### config.mk
export PLATFORM = sky130hd
export DESIGN_NAME = amb_ctrl
export DESIGN_NICKNAME = d
export VERILOG_FILES = /design/src/hw/rtl/amb_pkg.sv /design/src/hw/rtl/amb_ctrl.sv
export SDC_FILE = /design/constraint.sdc
export NUM_CORES = 1
export LEC_CHECK = 0
export ABC_AREA = 1
export BUFFER_PORTS_ARGS = -buffer_cell sky130_fd_sc_hd__buf_4
export CAP_MARGIN = 10
export CORE_MARGIN = 5
export CORE_UTILIZATION = 42
export CTS_BUF_LIST = sky130_fd_sc_hd__clkbuf_4
export CTS_CLUSTER_DIAMETER = 200
export DETAILED_ROUTE_END_ITERATION = 16
export HOLD_SLACK_MARGIN = 0.15
export PLACE_DENSITY = 0.76
export SYNTH_ARGS = -nofsm -noshare
export SYNTH_HDL_FRONTEND = slang
export SYNTH_SLANG_ARGS = --single-unit
### constraint.sdc
create_clock -name clk -period 1.2 [get_ports clk]
set_input_delay 0.18 -clock clk [delete_from_list [all_inputs] [get_ports clk]]
set_output_delay 0.18 -clock clk [all_outputs]
set_load 0.1 [all_outputs]
### src/hw/rtl/amb_pkg.sv
// Shared types and constants for the adjacency matrix graph traversal block.
package amb_pkg;

	// Field widths fixed by the item format.
	localparam int VW     = 6;
	localparam int OP_W   = 2;
	localparam int CFG_W  = 7;

	// Operation codes.
	localparam logic [OP_W-1:0] OP_ADD    = 2'd0;
	localparam logic [OP_W-1:0] OP_REMOVE = 2'd1;
	localparam logic [OP_W-1:0] OP_BFS    = 2'd2;
	localparam logic [OP_W-1:0] OP_DFS    = 2'd3;

	// Row memory read address selects.
	localparam logic [1:0] RSEL_A    = 2'd0;
	localparam logic [1:0] RSEL_B    = 2'd1;
	localparam logic [1:0] RSEL_LIST = 2'd2;
	localparam logic [1:0] RSEL_TOP  = 2'd3;

	// Commands from the controller to the datapath.
	typedef struct packed {
		logic       load;
		logic       row_rd;
		logic [1:0] row_sel;
		logic       row_wr;
		logic       wr_sel_b;
		logic       trav_init;
		logic       list_rd_head;
		logic       cand_load;
		logic       bfs_push;
		logic       dfs_push;
		logic       dfs_pop;
		logic       top_load;
		logic       finish;
	} amb_cmd_t;

	// Status from the datapath to the controller.
	typedef struct packed {
		logic [OP_W-1:0] op;
		logic            edge_ok;
		logic            start_ok;
		logic            head_eq_tail;
		logic            cand_zero;
		logic            sp_one;
		logic            out_free;
	} amb_sts_t;

endpackage

### src/hw/rtl/amb_ctrl.sv
// Controller state machine that sequences edge updates and traversals.
module amb_ctrl import amb_pkg::*; (
	input  logic     clk,
	input  logic     arst_n,
	input  logic     in_valid,
	output logic     in_stall,
	input  amb_sts_t sts,
	output amb_cmd_t cmd
);

	localparam logic [3:0] S_IDLE   = 4'd0;
	localparam logic [3:0] S_DEC    = 4'd1;
	localparam logic [3:0] S_E_RDA  = 4'd2;
	localparam logic [3:0] S_E_WRA  = 4'd3;
	localparam logic [3:0] S_E_RDB  = 4'd4;
	localparam logic [3:0] S_E_WRB  = 4'd5;
	localparam logic [3:0] S_T_INIT = 4'd6;
	localparam logic [3:0] S_B_POP  = 4'd7;
	localparam logic [3:0] S_B_WAIT = 4'd8;
	localparam logic [3:0] S_B_CAND = 4'd9;
	localparam logic [3:0] S_B_SCAN = 4'd10;
	localparam logic [3:0] S_D_RD   = 4'd11;
	localparam logic [3:0] S_D_CAND = 4'd12;
	localparam logic [3:0] S_D_STEP = 4'd13;
	localparam logic [3:0] S_D_POPW = 4'd14;
	localparam logic [3:0] S_FIN    = 4'd15;

	logic [3:0] state_q;
	logic [3:0] state_d;

	assign in_stall = (state_q != S_IDLE);

	// Next state and command decode.
	always_comb begin
		state_d = state_q;
		cmd     = '0;
		case (state_q)
			S_IDLE: begin
				if (in_valid) begin
					cmd.load = 1'b1;
					state_d  = S_DEC;
				end
			end
			S_DEC: begin
				if (sts.op == OP_ADD || sts.op == OP_REMOVE) begin
					state_d = sts.edge_ok ? S_E_RDA : S_IDLE;
				end else begin
					state_d = sts.start_ok ? S_T_INIT : S_IDLE;
				end
			end
			S_E_RDA: begin
				cmd.row_rd  = 1'b1;
				cmd.row_sel = RSEL_A;
				state_d     = S_E_WRA;
			end
			S_E_WRA: begin
				cmd.row_wr = 1'b1;
				state_d    = S_E_RDB;
			end
			S_E_RDB: begin
				cmd.row_rd  = 1'b1;
				cmd.row_sel = RSEL_B;
				state_d     = S_E_WRB;
			end
			S_E_WRB: begin
				cmd.row_wr   = 1'b1;
				cmd.wr_sel_b = 1'b1;
				state_d      = S_IDLE;
			end
			S_T_INIT: begin
				cmd.trav_init = 1'b1;
				state_d       = (sts.op == OP_BFS) ? S_B_POP : S_D_RD;
			end
			S_B_POP: begin
				if (sts.head_eq_tail) begin
					state_d = S_FIN;
				end else begin
					cmd.list_rd_head = 1'b1;
					state_d          = S_B_WAIT;
				end
			end
			S_B_WAIT: begin
				cmd.row_rd  = 1'b1;
				cmd.row_sel = RSEL_LIST;
				state_d     = S_B_CAND;
			end
			S_B_CAND: begin
				cmd.cand_load = 1'b1;
				state_d       = S_B_SCAN;
			end
			S_B_SCAN: begin
				if (sts.cand_zero) begin
					state_d = S_B_POP;
				end else if (sts.out_free) begin
					cmd.bfs_push = 1'b1;
				end
			end
			S_D_RD: begin
				cmd.row_rd  = 1'b1;
				cmd.row_sel = RSEL_TOP;
				state_d     = S_D_CAND;
			end
			S_D_CAND: begin
				cmd.cand_load = 1'b1;
				state_d       = S_D_STEP;
			end
			S_D_STEP: begin
				if (!sts.cand_zero) begin
					if (sts.out_free) begin
						cmd.dfs_push = 1'b1;
						state_d      = S_D_RD;
					end
				end else if (sts.sp_one) begin
					state_d = S_FIN;
				end else begin
					cmd.dfs_pop = 1'b1;
					state_d     = S_D_POPW;
				end
			end
			S_D_POPW: begin
				cmd.top_load = 1'b1;
				state_d      = S_D_RD;
			end
			S_FIN: begin
				if (sts.out_free) begin
					cmd.finish = 1'b1;
					state_d    = S_IDLE;
				end
			end
			default: begin
				state_d = S_IDLE;
			end
		endcase
	end

	// State register.
	always_ff @(posedge clk or negedge arst_n) begin
		if (!arst_n) begin
			state_q <= S_IDLE;
		end else begin
			state_q <= state_d;
		end
	end

endmodule

==> results by group, run 1 <==
Synthesis
  • Flops & latches, synth: 4
  • Leading post-synthesis cells by cell area: nand2_1 18%, dfrtp_1 18%, nor2_1 9.6%, nand3_1 7.3%, inv_1 6.8%
  • Commonest cells in the netlist: 27 x nand2_1, 14 x nor2_1, 10 x inv_1
  • Post-synth EDFFs: 0
  • Synthesized instance count: 96
  • Largest area contributor in the netlist: nand2_1
  • Asr flop ratio synth: 100.0%
  • Synth cell types: 21
  • Post-synth top area share: between 10% and 20%
  • Yosys warns: 0
  • Main synth FF type: dfrtp_1
  • Cell area after synthesis: ~550 sq um
  • Syn Nets: roughly 110
  • Most frequent cell after synthesis: nand2_1
  • Seq/Total Area, Yosys: a little under a fifth
  • Syn avg cell area: 5.709 sq um

Clock network
  • Clock root buffer: clkbuf_4
  • H-tree depth: 1
  • Post-cts hold buffer count: 1
  • CTS resizes: 50
  • Cts bufs inserted: 3
  • CTS Buffer Depth: 2
  • Post-CTS Setup Inserts: 8
  • Clock Sinks: 4

Floorplan
  • FP Rows: 13
  • Die W: 46.12 um
  • Die Ht: 46.12 um
  • Initial Util: 43.20%
  • Ports: 26

Placed design
  • Placed Instances: ~160
  • IO buf count: 25
  • RD Place Congestion: 0.8348
  • Hpwl dp: 2.034 mm

Outcome
  • Status: did not finish
  • Failing step: 4_1_cts
  • Stop Error: [ERROR DPL-0038] Utilization greater than 100%, impossible to legalize
## metrics by stage
stage | setup slack, ns | setup TNS (ns) | instance area [sq um] | hold WS (ns) | util, %
2_1_floorplan | -0.6680 | -5.932 | 754.5 | -0.1156 | -
3_3_place_gp | -0.2186 | -3.148 | 1119 | -0.02364 | 88.17
3_5_place_dp | -0.2917 | -3.987 | 1119 | -0.01985 | 88.17
## logic make-up after synthesis
logic type	Yosys count	share of synthesized area, %
flip-flops	4	18.27
AO/OA/AOI/OAI	13	15.75
AND/OR/NAND/NOR	64	55.71
buffers and inverters	15	10.28
==> run 2: changes to the inputs <==
==> config.mk (replaced) <==
export PLATFORM = sky130hd
export DESIGN_NAME = amb_ctrl
export DESIGN_NICKNAME = d
export VERILOG_FILES = /design/src/hw/rtl/amb_pkg.sv /design/src/hw/rtl/amb_ctrl.sv
export SDC_FILE = /design/constraint.sdc
export NUM_CORES = 1
export LEC_CHECK = 0
export ABC_AREA = 1
export BUFFER_PORTS_ARGS = -buffer_cell sky130_fd_sc_hd__buf_4
export CAP_MARGIN = 10
export CORE_AREA = 5 5 66 68
export DETAILED_ROUTE_END_ITERATION = 16
export DIE_AREA = 0 0 71 73
export PLACE_DENSITY_LB_ADDON = 0.15
export SYNTH_ARGS = -nofsm -noshare
export SYNTH_HDL_FRONTEND = slang
export SYNTH_SLANG_ARGS = --single-unit
==> constraint.sdc (replaced) <==
create_clock -name clk -period 1.55 [get_ports clk]
set_input_delay 0.2325 -clock clk [delete_from_list [all_inputs] [get_ports clk]]
set_output_delay 0.2325 -clock clk [all_outputs]
set_load 0.1 [all_outputs]
==> results by group, run 2 <==
GRT
  • Total congestion overflow: 0
  • Vias in the first global route: 855
  • Total global routing track utilization: 8.726%
  • Antenna violations before repair: 0
  • Global-route wire length before repair: around 3.6 mm
  • Largest net degree at the start of global routing: 7

Floorplan
  • Core area: 3799 sq um
  • Die Ht: 73 um
  • FP Rows: 23
  • Ports: 26
  • Initial Util: ~14%
  • Die W: 71 um
  • DIE AREA: 5183 sq um

Finish
  • Final Instance Area: 1408 sq um
  • Largest register FFs: 4
  • Largest Register: state_q
  • FILL cells: about 400
  • Biggest regs: state_q x4
  • Area growth from synthesis to layout: 156.8%
  • Most frequent cells in the layout: 27 x buf_4, 19 x nand2_1, 13 x buf_12
  • Layout cells sized above 1: between 60% and 70%
  • Non-Filler Instances: around 200
  • Ant. Diodes: 0
  • Most common cell after layout, fill and taps aside: buf_4
  • Final net count: 160

Route
  • Drc violations: 0
  • Iter 0 DRT Violations: 45
  • TritonRoute pass-1 iters: 4
  • Final WL: 2.222 mm
  • Via count: 816
  • Drt via density: 4.121
  • DR WL/cell: 11.22 um
  • Final ANT Viol Nets: 0

STA
  • Period utilization: 107.1%
  • Worst slew pin tran: between 0.2 and 0.3 ns
  • RSZ-0062 raised after global routing: yes
  • Worst slew margin: 80.19%
  • Worst Setup Slack, final: -0.1097 ns
  • Slew Limit Fails: 0
  • Final min period: 1.660 ns
  • WHS: around 0.34 ns
  • Setup violators final: 12
  • FMAX: roughly 600 MHz
  • Final Skew: 0.006624 ns
  • Final hold violation count: 0
  • Fin Setup TNS: -0.9149 ns

Critical path
  • Slowest library cell on the worst path: dfrtp_2
  • R2R cell count: 8
  • Crit path largest cell delay: 0.48 ns
  • WP data arrival: 1.43 ns
  • Critical path required time: about 1.3 ns
  • Crit end category: primary output
  • Reg2Reg Launch Point: state_q[0]
  • Crit-path cells: inv_2 > nor2_4 > nand2_1 > o2111ai_4 > buf_12
  • Critical path fanouts, max: 6
  • Crit Path Category: flop to primary output
  • Top cell family by delay on the critical path: flip-flops
  • Flop2flop setup slack: 0.11 ns
  • Buf/Inv on CP: 2
  • Worst r2r dst: state_q[3]
  • Crit path launch type: flop

Clock network
  • Clock root buffer: clkbuf_8
  • Clk pin slew, worst setup/hold paths: about 0.040 ns
  • Cts bufs inserted: 3
  • Clock Sinks: 4
  • Worst-Skew Late Latency: 0.22 ns
  • H-tree depth: 1
  • CTS tree: built
  • CTS Buffer Depth: 2

Synthesis
  • Post-synth top area share: 18.49%
  • Commonest cells in the netlist: 27 x nand2_1, 14 x nor2_1, 10 x inv_1
  • Flops & latches, synth: 4
  • Seq/Total Area, Yosys: 18.26%
  • Leading post-synthesis cells by cell area: nand2_1 18%, dfrtp_1 18%, nor2_1 9.6%, nand3_1 7.3%, inv_1 6.8%
  • Main synth FF type: dfrtp_1
  • Syn Nets: 107
  • Syn avg cell area: 5.709 sq um
  • Synth cell types: 21
  • Synthesized instance count: 96
  • Cell area after synthesis: 548.0 sq um
  • Most frequent cell after synthesis: nand2_1
  • Yosys warns: 0
  • Asr flop ratio synth: 100.0%
  • Largest area contributor in the netlist: nand2_1
  • Post-synth EDFFs: 0

Placed design
  • RD Place Congestion: approximately 0.78
  • DP Area: 1020 sq um
  • IO buf count: 25
  • Hpwl dp: about 1.8 mm
  • Placed Instances: 181

Outcome
  • Status: finished with violations
  • Failing checks: negative setup slack

Pwr
  • Leak: 0.6701 nW
  • Total power: between 3 and 4 mW
  • Peak supply drop: 0.0007015 V
  • Pwr dens: 2192 nW/um^2

Flow run
  • Max Cap Viol: 0

Hold path
  • Hold Path Class: primary input to asynchronous set/reset pin
-- run 2: how the worst max path moves through the flow --
stage / start / end / cells past startpoint
after global routing: state_q[3] / cmd[12] / 5
after floorplan: state_q[2] / cmd[3] / 2
after CTS: state_q[3] / cmd[4] / 5
after detailed placement: state_q[3] / cmd[12] / 5
final: state_q[3] / cmd[12] / 5
after global placement: state_q[1] / cmd[12] / 5
-- run 2: final cells by class --
class | instances | area (sq um) | area share [%]
clock buffer | 4 | 45.04 | 3.200
tap | 50 | 62.56 | 4.444
inverter | 15 | 61.31 | 4.356
sequential | 4 | 105.1 | 7.467
multi-input combinational | 77 | 581.8 | 41.33
timing repair buffer | 48 | 551.8 | 39.20
-- run 2: through the flow --
stage / utilization (%) / worst slack, ns
CTS: 34.68 / -0.09681
floorplan: - / -0.3705
global route: 37.06 / -0.1706
finish: 37.06 / -0.1097
global placement: 26.84 / 0.003005
detailed placement: 26.84 / 0.004921
-- run 2: logic make-up (layout without fill, tap and decap cells) --
| group | after synthesis | in the layout | share of synthesized area [%] |
|---|---|---|---|
| DFF | 4 | 4 | 18.27 |
| buffers and inverters | 15 | 67 | 10.28 |
| AOI/OAI and AO/OA | 13 | 13 | 15.75 |
| and+or+nand+nor | 64 | 64 | 55.71 |
-- run 2: repair_timing --
item	4_1_cts	5_1_grt
cloned	0	0
gates resized for setup	52	9
hold endpoints to repair	4	0
endpoints found under the setup margin	15	16
hold buffers	1	0
setup buffers	5	7
pin swaps	4	6
-- run 2: per-layer routing --
metal | track usage (%) | share of wire [%] | up-vias | wire length, um
li1 | - | - | 410 | -
met1 | 9.512 | 42 | 372 | 925
met2 | 16.37 | 52 | 28 | 1149
met3 | 0.9642 | 4.3 | 6 | 96
met4 | 4.802 | 2.3 | 0 | 51
met5 | 0 | 0 | - | 0
-- run 2: where the power goes --
group	leakage, nW	internal, mW	switching, mW	total [mW]
combinational	0.602	0.971	1.56	2.53
clock	0.0228	0.176	0.0604	0.237
sequential	0.0453	0.164	0.153	0.316
total	0.670	1.31	1.77	3.08
-- run 2: worst reg2reg max path: cells and delay by family (launching register included) --
kind / cells / cell delay (ns)
compound gates: 1 / 0.15
flops: 1 / 0.48
simple gates: 4 / 0.35
buf+inv: 3 / 0.37
Power figures use the tool's default switching activity.
